**src/sv/jsos_pkg.sv**
```systemverilog
// shared types and constants of the json segment offset scanner
package jsos_pkg;

  localparam int unsigned StatW  = 3;
  localparam int unsigned ValueW = 64;

  typedef enum logic [StatW-1:0] {
    ST_FOUND      = 3'd0,
    ST_NO_SEGKEY  = 3'd1,
    ST_NO_OFFKEY  = 3'd2,
    ST_NO_DIGITS  = 3'd3,
    ST_TOO_MANY   = 3'd4
  } status_e;

  typedef struct packed {
    status_e               status;
    logic [ValueW-1:0]     offset_value;
  } res_t;

endpackage

```
**src/sv/jsos_if.sv**
```systemverilog
// stream interfaces for the byte input and the result output
interface jsos_in_if;
  logic       valid;
  logic       ready;
  logic [7:0] byte_value;
  logic       last_byte;

  modport source (output valid, output byte_value, output last_byte, input ready);
  modport sink   (input valid, input byte_value, input last_byte, output ready);
endinterface

interface jsos_out_if;
  logic        valid;
  logic        ready;
  logic [2:0]  status;
  logic [63:0] offset_value;

  modport source (output valid, output status, output offset_value, input ready);
  modport sink   (input valid, input status, input offset_value, output ready);
endinterface

```
**src/sv/json_segment_offset_scanner_core.sv**
```systemverilog
// top level of the json segment offset scanner
//  channel | dir | payload                 | transfer
//  in_i    | in  | byte_value, last_byte   | in_i.valid & in_i.ready
//  out_o   | out | status, offset_value    | out_o.valid & out_o.ready
// one byte is taken per cycle while no held result stalls a last byte; a byte
// goes from the input register through the scan logic, and a result is
// registered for output when its last byte leaves the input register
// reset clears the scan state and both stage valids; no result is emitted for
// an area cut short by reset
// a held result stalls only a last byte and the bytes behind it; other bytes keep flowing
module json_segment_offset_scanner_core #(
  parameter int unsigned MAX_DIGITS = 19
) (
  input  logic               clk_i,
  input  logic               rst_ni,
  jsos_in_if.sink            in_i,
  jsos_out_if.source         out_o
);
  import jsos_pkg::*;

  logic        in_valid_q;
  logic [7:0]  byte_q;
  logic        last_q;
  logic        out_valid_q;
  res_t        out_q;
  res_t        res;
  logic        out_free;
  logic        step;

  assign out_free   = !out_valid_q || out_o.ready;
  assign step       = in_valid_q && (!last_q || out_free);
  assign in_i.ready = !in_valid_q || step;

  jsos_scan #(
    .MAX_DIGITS(MAX_DIGITS)
  ) u_scan (
    .clk_i  (clk_i),
    .rst_ni (rst_ni),
    .step_i (step),
    .byte_i (byte_q),
    .last_i (last_q),
    .res_o  (res)
  );

  always_ff @(posedge clk_i or negedge rst_ni) begin
    if (!rst_ni) begin
      in_valid_q <= 1'b0;
    end else if (in_i.ready) begin
      in_valid_q <= in_i.valid;
    end
  end

  always_ff @(posedge clk_i) begin
    if (in_i.ready && in_i.valid) begin
      byte_q <= in_i.byte_value;
      last_q <= in_i.last_byte;
    end
  end

  always_ff @(posedge clk_i or negedge rst_ni) begin
    if (!rst_ni) begin
      out_valid_q <= 1'b0;
    end else if (step && last_q) begin
      out_valid_q <= 1'b1;
    end else if (out_o.ready) begin
      out_valid_q <= 1'b0;
    end
  end

  always_ff @(posedge clk_i) begin
    if (step && last_q) begin
      out_q <= res;
    end
  end

  assign out_o.valid        = out_valid_q;
  assign out_o.status       = out_q.status;
  assign out_o.offset_value = out_q.offset_value;

endmodule

```
**src/sv/jsos_scan.sv**
```systemverilog
// scan state and per-byte next-state logic with result forming
module jsos_scan #(
  parameter int unsigned MAX_DIGITS = 19
) (
  input  logic               clk_i,
  input  logic               rst_ni,
  input  logic               step_i,
  input  logic [7:0]         byte_i,
  input  logic               last_i,
  output jsos_pkg::res_t     res_o
);
  import jsos_pkg::*;

  localparam int unsigned CntW   = $clog2(MAX_DIGITS + 1);
  localparam int unsigned SegLen = 10;
  localparam int unsigned OffLen = 8;

  localparam logic [7:0] KeySeg [SegLen] = '{
    8'h22, 8'h73, 8'h65, 8'h67, 8'h6d, 8'h65, 8'h6e, 8'h74, 8'h73, 8'h22};
  localparam logic [7:0] KeyOff [OffLen] = '{
    8'h22, 8'h6f, 8'h66, 8'h66, 8'h73, 8'h65, 8'h74, 8'h22};

  localparam logic [7:0] ChQuote = 8'h22;
  localparam logic [7:0] ChSpace = 8'h20;
  localparam logic [7:0] ChColon = 8'h3a;
  localparam logic [7:0] ChZero  = 8'h30;
  localparam logic [7:0] ChNine  = 8'h39;

  typedef enum logic [2:0] {
    PH_SEGMENTS = 3'd0,
    PH_OFFSET   = 3'd1,
    PH_SKIP     = 3'd2,
    PH_DIGITS   = 3'd3,
    PH_DONE     = 3'd4
  } phase_e;

  phase_e              phase_q, phase_d;
  logic [3:0]          match_q, match_d;
  logic [CntW-1:0]     count_q, count_d;
  logic [ValueW-1:0]   acc_q, acc_d;
  status_e             dec_q, dec_d;

  logic                is_digit;
  logic                is_sep;
  logic [3:0]          pos;
  logic [7:0]          key_ch;
  logic [3:0]          key_len;
  logic [ValueW-1:0]   acc_next;
  status_e             st;

  assign is_digit = (byte_i >= ChZero) && (byte_i <= ChNine);
  assign is_sep   = (byte_i == ChSpace) || (byte_i == ChColon) || (byte_i == ChQuote);
  assign acc_next = {acc_q[ValueW-4:0], 3'b000} + {acc_q[ValueW-2:0], 1'b0}
                  + {{(ValueW-4){1'b0}}, byte_i[3:0]};

  always_comb begin
    key_len = (phase_q == PH_SEGMENTS) ? 4'(SegLen) : 4'(OffLen);
    pos     = (match_q >= key_len) ? 4'd0 : match_q;
    key_ch  = (phase_q == PH_SEGMENTS) ? KeySeg[pos] : KeyOff[pos[2:0]];
  end

  always_comb begin
    phase_d = phase_q;
    match_d = match_q;
    count_d = count_q;
    acc_d   = acc_q;
    dec_d   = dec_q;
    unique case (phase_q)
      PH_SEGMENTS, PH_OFFSET: begin
        if (byte_i == key_ch) begin
          if (pos + 4'd1 == key_len) begin
            match_d = 4'd0;
            phase_d = (phase_q == PH_SEGMENTS) ? PH_OFFSET : PH_SKIP;
          end else begin
            match_d = pos + 4'd1;
          end
        end else begin
          match_d = (byte_i == ChQuote) ? 4'd1 : 4'd0;
        end
      end
      PH_SKIP, PH_DIGITS: begin
        if (!(phase_q == PH_SKIP && is_sep)) begin
          if (is_digit) begin
            if (count_q >= CntW'(MAX_DIGITS)) begin
              phase_d = PH_DONE;
              dec_d   = ST_TOO_MANY;
            end else begin
              acc_d   = acc_next;
              count_d = count_q + 1'b1;
              phase_d = PH_DIGITS;
            end
          end else begin
            phase_d = PH_DONE;
            dec_d   = (count_q == '0) ? ST_NO_DIGITS : ST_FOUND;
          end
        end
      end
      PH_DONE: ;
      default: ;
    endcase
  end

  always_comb begin
    unique case (phase_d)
      PH_SEGMENTS: st = ST_NO_SEGKEY;
      PH_OFFSET:   st = ST_NO_OFFKEY;
      PH_SKIP:     st = ST_NO_DIGITS;
      PH_DIGITS:   st = (count_d == '0) ? ST_NO_DIGITS : ST_FOUND;
      default:     st = dec_d;
    endcase
    res_o.status       = st;
    res_o.offset_value = (st == ST_FOUND) ? acc_d : '0;
  end

  always_ff @(posedge clk_i or negedge rst_ni) begin
    if (!rst_ni) begin
      phase_q <= PH_SEGMENTS;
      match_q <= '0;
      count_q <= '0;
      acc_q   <= '0;
      dec_q   <= ST_FOUND;
    end else if (step_i) begin
      if (last_i) begin
        phase_q <= PH_SEGMENTS;
        match_q <= '0;
        count_q <= '0;
        acc_q   <= '0;
        dec_q   <= ST_FOUND;
      end else begin
        phase_q <= phase_d;
        match_q <= match_d;
        count_q <= count_d;
        acc_q   <= acc_d;
        dec_q   <= dec_d;
      end
    end
  end

endmodule
```
**src/flat_wrapper.sv**
```systemverilog
// flat-port wrapper written by rule: the top's interface ports become plain ports
module json_segment_offset_scanner_core_flat import jsos_pkg::*;
#(
  parameter int unsigned MAX_DIGITS = 19
)
  (clk_i, rst_ni, in_i_valid, in_i_byte_value, in_i_last_byte, in_i_ready, out_o_valid, out_o_status, out_o_offset_value, out_o_ready);
  jsos_in_if in_i_i ();
  jsos_out_if out_o_i ();
  input  logic clk_i;
  input  logic rst_ni;
  input wire logic [$bits(in_i_i.valid)-1:0] in_i_valid;
  input wire logic [$bits(in_i_i.byte_value)-1:0] in_i_byte_value;
  input wire logic [$bits(in_i_i.last_byte)-1:0] in_i_last_byte;
  output wire logic [$bits(in_i_i.ready)-1:0] in_i_ready;
  output wire logic [$bits(out_o_i.valid)-1:0] out_o_valid;
  output wire logic [$bits(out_o_i.status)-1:0] out_o_status;
  output wire logic [$bits(out_o_i.offset_value)-1:0] out_o_offset_value;
  input wire logic [$bits(out_o_i.ready)-1:0] out_o_ready;
  assign in_i_i.valid = in_i_valid;
  assign in_i_i.byte_value = in_i_byte_value;
  assign in_i_i.last_byte = in_i_last_byte;
  assign in_i_ready = in_i_i.ready;
  assign out_o_valid = out_o_i.valid;
  assign out_o_status = out_o_i.status;
  assign out_o_offset_value = out_o_i.offset_value;
  assign out_o_i.ready = out_o_ready;
  json_segment_offset_scanner_core #(.MAX_DIGITS(MAX_DIGITS)) u_core (.clk_i(clk_i), .rst_ni(rst_ni), .in_i(in_i_i), .out_o(out_o_i));
endmodule
```
**config.mk**
```make
export PLATFORM = sky130hd
export DESIGN_NAME = json_segment_offset_scanner_core_flat
export DESIGN_NICKNAME = d
export VERILOG_FILES = /design/src/sv/jsos_pkg.sv /design/src/sv/jsos_if.sv /design/src/sv/json_segment_offset_scanner_core.sv /design/src/sv/jsos_scan.sv /design/src/flat_wrapper.sv
export SDC_FILE = /design/constraint.sdc
export NUM_CORES = 1
export LEC_CHECK = 0
export BUFFER_PORTS_ARGS = -buffer_cell sky130_fd_sc_hd__buf_4
export CORE_AREA = 2 2 199 201
export DETAILED_ROUTE_END_ITERATION = 16
export DIE_AREA = 0 0 201 203
export HOLD_SLACK_MARGIN = 0.1
export PLACE_DENSITY = 0.47
export SLEW_MARGIN = 0
export SYNTH_ARGS = -nofsm -noshare
export SYNTH_HDL_FRONTEND = slang
export SYNTH_SLANG_ARGS = --single-unit
```
**constraint.sdc**
```tcl
create_clock -name clk_i -period 5.8 [get_ports clk_i]
set_input_delay 0.29 -clock clk_i [delete_from_list [all_inputs] [get_ports clk_i]]
set_output_delay 0.29 -clock clk_i [all_outputs]
set_load 0.005 [all_outputs]
```
==> impl_metrics.env, run 1 <==
export IMPL_status="finished, final reports clean"
export IMPL_num_rows=72
export IMPL_hold_viol_final=0
export IMPL_netlist_area_leader_share_pct=19.9
export IMPL_reg2reg_setup_slack_ns=0.92
export IMPL_wl_um=33000
export IMPL_skew_ns=0.0147
export IMPL_io_buffers=81
export IMPL_die_h_um=203
export IMPL_avgSynthCellArea_um2=9.22
export IMPL_synthToLayoutAreaGrowth_pct=15.7
export IMPL_powerDensity_nw_per_um2=202
export IMPL_cts_max_level=4
export IMPL_syn_num_nets=1392
export IMPL_wire_per_inst_um=17.9
export IMPL_syn_area_um2=11500
export IMPL_clkPwrFrac_pct=39.7
export IMPL_synth_edf_count=76
export IMPL_grt_max_degree=71
export IMPL_period_share_pct=84.2
export IMPL_fin_nets=1455
export IMPL_fin_area_um2=13300
export IMPL_crit_arrival_ns=5.20
export IMPL_critical_path_max_fanout=37
export IMPL_synth_compound_area_share_pct=22.6
export IMPL_ys_types=71
export IMPL_fin_crit_ns=4.88
export IMPL_maxSlewViolCount=0
export IMPL_num_antenna_cells=0
export IMPL_synth_top_family_by_area="compound AO/OA/AOI/OAI gates"
export IMPL_cts_hold_buf=11
export IMPL_ys_flop_type="dfrtp_1"
export IMPL_layout_commonest_cell="nand2_1"
export IMPL_cts_num_sinks=157
export IMPL_drive_gt1_share_pct=11.1
export IMPL_grt_overflow_total=0
export IMPL_synth_mux_area_share_pct=1.14
export IMPL_viasPerCell=5.16
export IMPL_p_int_mw=1.91
export IMPL_post_cts_buffers=0
export IMPL_p_sw_uw=778
export IMPL_gp_congestion=0.828
export IMPL_dp_cells=1797
export IMPL_clk_latency_ns=0.45
export IMPL_peakVddDrop_mv=0.188
export IMPL_post_dp_cell_area_um2=12600
export IMPL_hold_path_class="in -> reg"
export IMPL_nFillCells=4006
export IMPL_grt_pass1_vias=9356
export IMPL_stdcell_count=1840
export IMPL_synth_seq_cells=157
export IMPL_start_kind="flop"
export IMPL_final_setup_viol_count=0
export IMPL_drc=0
export IMPL_seqPwrFrac_pct=46.7
export IMPL_drt_first_pass_iters=4
export IMPL_p_comb_share_pct=13.6
export IMPL_die_area_um2=40800
export IMPL_cts_buffer_depth=2
export IMPL_async_reset_ff_share_pct=51.6
export IMPL_maxSlewHeadroom_pct=23.6
export IMPL_coreArea_um2=38500
export IMPL_rsz0062_at_grt="no"
export IMPL_io_pins=82
export IMPL_drtIter0Drc=541
export IMPL_ant_nets=0
export IMPL_worst_slew_pin_slew_ns=1.14
export IMPL_synthesis_instances=1246
export IMPL_fmax_mhz=205
export IMPL_maxCapViolCount=0
export IMPL_grt_pass1_wl_um=53000
export IMPL_mostFrequentLayoutCells="nand2_1 (177), ha_1 (131), a21oi_1 (115)"
export IMPL_antenna_found_initial=0
export IMPL_synth_simple_gate_area_share_pct=15.8
export IMPL_yosysWarnings=0
export IMPL_cts_tree="done"
export IMPL_dp_hpwl_um=23200
export IMPL_yosysSeqAreaShare_pct=37.5
export IMPL_synth_adder_area_share_pct=14.6
export IMPL_critPathKind="reg -> reg"
export IMPL_grt_use_total_pct=16.4
export IMPL_clkTransAtPathRegs_ns=0.07
export IMPL_synth_area_leader_cell="edfxtp_1"
export IMPL_fp_dieW_um=201
export IMPL_start_util_pct=29.9
export IMPL_p_leak_nw=5.73
export IMPL_num_vias=9502
export IMPL_endpoint_kind="flop"
export IMPL_setup_tns_ns=0
export IMPL_worst_ep_required_time_ns=6.11
export IMPL_swShare_pct=28.9
export IMPL_cts_buffers=17
export IMPL_netlist_top_cells_area="edfxtp_1 (20%), dfrtp_1 (18%), ha_1 (14%)"
export IMPL_cts_resized=0
export IMPL_cts_root_buffer="clkbuf_16"
export IMPL_synth_xor_area_share_pct=4.96
==> state kept, by name, indices dropped and copies added, names as in the netlist <==
register and flops:
u_core.in_valid_q 1, u_core.last_q 1, u_core.out_o.valid 1, u_core.u_scan.phase_q 3
u_core.out_o.status 3, u_core.u_scan.count_q 5, u_core.u_scan.acc_q 64, u_core.u_scan.dec_q 3
u_core.u_scan.match_q 4, u_core.byte_q 8, u_core.out_o.offset_value 64
==> worst max-delay path: stages, from the launching register on <==
cell,delay [ns]
dfrtp_1,0.50
or3_1,0.56
inv_2,0.25
ha_1,0.30
nor2b_1,0.16
nand2b_1,0.16
nand2_1,0.07
nand2_1,0.10
ha_1,0.36
or3_1,0.42
nand4_1,0.10
nor4b_2,0.20
o211ai_1,0.13
or2_1,0.32
o22ai_1,0.40
a41oi_4,0.22
buf_12,0.23
nor2_1,0.12
o21a_1,0.12
==> worst paths after layout <==
| kind | from | end | depth (start not counted) |
|---|---|---|---|
| max in group asynchronous | rst_ni | u_core.u_scan.acc_q[58]$_DFFE_PN0P_ | 3 |
| worst min-delay path | out_o_ready | u_core.out_o.valid$_DFFE_PN0P_ | 3 |
| min in group asynchronous | rst_ni | u_core.u_scan.acc_q[31]$_DFFE_PN0P_ | 2 |
| worst min register to register | u_core.u_scan.dec_q[0]$_DFFE_PN0P_ | u_core.u_scan.dec_q[0]$_DFFE_PN0P_ | 1 |
| worst max register to register | u_core.u_scan.phase_q[2]$_DFFE_PN0P_ | u_core.out_o.offset_value[42]$_SDFFCE_PP0P_ | 18 |
| worst max-delay path | u_core.u_scan.phase_q[2]$_DFFE_PN0P_ | u_core.out_o.offset_value[42]$_SDFFCE_PP0P_ | 18 |
==> synth_stat cells, types with 9 or more instances <==
cell type and n:
nand2_1 178, ha_1 131, a21oi_1 115, dfrtp_1 81
nor2_1 78, edfxtp_1 76, o21ai_0 71, clkbuf_1 48
xnor2_1 45, a21o_1 38, a22o_1 34, inv_1 32
xor2_1 20, nor3_1 19, a31oi_1 16, nand4_1 15
nand3_1 14, a21boi_0 13, and3_1 13, nand2b_1 13
nor2b_1 13, o21a_1 13, mux2i_1 12, o21bai_1 12
a211oi_1 10, nor4_1 9, or3_1 9
==> stage by stage <==
step	util, %	setup WS, ns	total power, mW	hold slack (ns)
after global routing	34.5	0.591	2.82	0.139
after floorplan	-	1.38	1.51	-0.00559
after detailed placement	32.9	0.935	1.64	0.250
final	34.5	0.916	2.69	0.148
after global placement	32.9	1.00	1.64	0.250
after CTS	34.5	0.917	2.73	0.123
==> cell type report <==
cell class,count,area [µm²],area share (%)
multi-input combinational,995,6830,51.4
sequential,157,4310,32.4
timing repair buffer,105,841,6.33
tap,518,648,4.88
clock buffer,17,425,3.20
inverter,33,124,0.932
clock inverter,15,113,0.848
==> power groups by stage <==
| stage | logic (mW) | clock network, mW | registers [mW] |
|---|---|---|---|
| finish | 0.367 | 1.07 | 1.26 |
| global route | 0.409 | 1.15 | 1.26 |
| CTS | 0.373 | 1.10 | 1.26 |
| detailed placement | 0.364 | 0 | 1.28 |
| global placement | 0.364 | 0 | 1.28 |
| floorplan | 0.241 | 0 | 1.26 |
==> layer usage <==
layer,part of all wire (%),track usage (%),wire [µm],vias up
li1,-,-,-,4740
met1,51,23.1,16700,4615
met2,46,26.3,15100,128
met3,2.6,2.84,871,19
met4,0.86,3.33,284,0
met5,0,0,0,-
==> logic make-up after synthesis <==
kind of cell,Yosys count
simple gates,392
buf+inv,94
flops,157
compound gates,392
mux,13
xor+xnor,65
fa+ha+maj,133
Note: power is estimated with default switching activity, not from simulation.
==> inputs of run 2 (changes only) <==
Settings changed: PLACE_DENSITY 0.47 to 0.49.
Clock period 5.8 ns to 4.1 ns, I/O delays scaled along.
==> run 2 against run 1 <==
  * Flip-flop and latch count is the same
  * Sequential share of layout area shrank 2.6 points
  * Largest cell class unchanged
  * Via count grew 4.5%
  * Highest routed layer unchanged
==> impl_metrics.env, run 2 (synthesis gave the netlist of run 1 again) <==
export IMPL_status="finished, final reports clean"
export IMPL_peakVddDrop_mv=0.287
export IMPL_rsz0062_at_grt="yes"
export IMPL_p_int_mw=2.94
export IMPL_p_leak_nw=6.26
export IMPL_cts_tree="done"
export IMPL_cts_buffers=17
export IMPL_setup_slack_ns=0.0416
export IMPL_clkPwrFrac_pct=40.6
export IMPL_cts_max_level=4
export IMPL_io_buffers=81
export IMPL_cts_buffer_depth=2
export IMPL_maxSlewHeadroom_pct=29.3
export IMPL_antenna_found_initial=0
export IMPL_worst_ep_required_time_ns=4.41
export IMPL_viasPerCell=5.18
export IMPL_powerDensity_nw_per_um2=279
export IMPL_crit_arrival_ns=4.37
export IMPL_num_rows=72
export IMPL_grt_max_degree=71
export IMPL_post_place_ws_ns=-0.0938
export IMPL_swShare_pct=27.1
export IMPL_holdWs_ns=0.381
export IMPL_synthToLayoutAreaGrowth_pct=25.9
export IMPL_hold_path_class="in -> async"
export IMPL_seqPwrFrac_pct=43.9
export IMPL_critPathKind="reg -> reg"
export IMPL_skew_ns=0.0121
export IMPL_cp_slowest_cell="or3_4"
export IMPL_grt_pass1_vias=9740
export IMPL_clk_latency_ns=0.45
export IMPL_stdcell_count=1917
export IMPL_die_area_um2=40800
export IMPL_io_pins=82
export IMPL_cts_num_sinks=157
export IMPL_fp_dieW_um=201
export IMPL_grt_overflow_total=0
export IMPL_drtIter0Drc=760
export IMPL_hold_viol_final=0
export IMPL_endpoint_kind="flop"
export IMPL_power_mw=4.03
export IMPL_layout_commonest_cell="nand2_1"
export IMPL_wl_um=34500
export IMPL_dp_cells=1860
export IMPL_p_comb_share_pct=15.5
export IMPL_worst_slew_pin_slew_ns=1.06
export IMPL_start_util_pct=29.9
export IMPL_mostFrequentLayoutCells="nand2_1 (175), buf_4 (155), ha_1 (127)"
export IMPL_wire_per_inst_um=18.0
export IMPL_use_met2_pct=26.6
export IMPL_crit_family="simple AND/OR/NAND/NOR gates"
export IMPL_final_setup_viol_count=0
export IMPL_path_buf_inv=3
export IMPL_crit_chain="or3_4 -> inv_4 -> ha_4 -> nor2b_4 -> nand2b_4 -> nand2_4 -> nand2_4 -> ha_4 -> or3_4 -> nand4_1 -> nor4b_4 -> o211ai_1 -> or2_4 -> o311ai_4 -> a41oi_4 -> buf_6 -> buf_12 -> nor2_4 -> o21a_1"
export IMPL_start_kind="flop"
export IMPL_nFillCells=3854
export IMPL_cts_root_buffer="clkbuf_16"
export IMPL_grt_use_met1_pct=23.1
export IMPL_dp_hpwl_um=24000
export IMPL_grt_pass1_wl_um=53900
export IMPL_final_util_pct=37.6
export IMPL_worst_path_largest_cell_delay_ns=0.40
export IMPL_maxSlewViolCount=0
export IMPL_gp_congestion=0.871
export IMPL_post_dp_cell_area_um2=13100
export IMPL_period_share_pct=99.0
export IMPL_setup_tns_ns=0
export IMPL_maxCapViolCount=0
export IMPL_critical_path_max_fanout=7
export IMPL_num_antenna_cells=0
export IMPL_grt_use_total_pct=16.6
export IMPL_clkTransAtPathRegs_ns=0.07
export IMPL_ant_nets=0
export IMPL_met3_usage_pct=2.68
export IMPL_fin_crit_ns=4.06
export IMPL_num_vias=9927
export IMPL_p_sw_mw=1.09
export IMPL_coreArea_um2=38500
export IMPL_drive_gt1_share_pct=20.2
export IMPL_fin_nets=1532
export IMPL_drc=0
export IMPL_top_usage_layer="met2"
export IMPL_fmax_mhz=246
export IMPL_die_h_um=203
export IMPL_fin_area_um2=14500
export IMPL_drt_first_pass_iters=5
run 2: changes by cell type in the layout (fill, tap and decap cells not counted), sizes merged:
cell         before  now
buf              94  166
bufinv            0    1
clkbuf           17   29
clkinv            6    5
clkinvlp          3    0
dlygate4sd3      11   12
inv              39   34
run 2: power by group through the flow:
stage               combinational [mW]  sequential (mW)  clock, mW
floorplan                        0.342             1.79          0
global placement                 0.574             1.80          0
detailed placement               0.571             1.80          0
CTS                              0.586             1.77       1.68
global route                     0.688             1.78       1.75
finish                           0.623             1.77       1.64
run 2: path summary, 6_finish.rpt:
check / start / end / slack (ns) / cells after the start
setup / recovery: u_core.u_scan.phase_q[1]$_DFFE_PN0P_ / u_core.out_o.offset_value[42]$_SDFFCE_PP0P_ / 0.04 / 19
hold / removal: rst_ni / u_core.u_scan.acc_q[30]$_DFFE_PN0P_ / 0.38 / 2
setup reg to reg: u_core.u_scan.phase_q[1]$_DFFE_PN0P_ / u_core.out_o.offset_value[42]$_SDFFCE_PP0P_ / 0.04 / 19
hold reg to reg: u_core.u_scan.dec_q[1]$_DFFE_PN0P_ / u_core.u_scan.dec_q[1]$_DFFE_PN0P_ / 0.48 / 1
max in group asynchronous: rst_ni / u_core.u_scan.acc_q[48]$_DFFE_PN0P_ / 2.81 / 3
min in group clk_i: in_i_byte_value[1] / u_core.byte_q[1]$_DFFE_PP_ / 0.47 / 2
run 2: final cells by class:
type / instances / area, µm² / area share [%]
multi-input cells: 995 / 7230 / 50.0
flip-flops and latches: 157 / 4310 / 29.8
repair buffers: 182 / 1550 / 10.7
well taps: 518 / 648 / 4.48
clock buffers: 25 / 519 / 3.59
inverters: 33 / 126 / 0.874
clock inverters: 7 / 76.3 / 0.528
run 2: timing repair:
| item | 4_1_cts | 5_1_grt |
|---|---|---|
| endpoints found under the setup margin | 9 | 68 |
| gates resized for setup | 3 | 88 |
| cloned | 0 | 6 |
| hold buffers | 12 | 0 |
| pin swaps | 1 | 21 |
| buffers inserted | 0 | 7 |
| hold endpoints to repair | 65 | 0 |
run 2: layer usage:
metal / vias up / routed length, µm
met5: - / 0
met4: 0 / 556
met3: 28 / 1290
met2: 193 / 15700
met1: 4818 / 16900
li1: 4888 / -
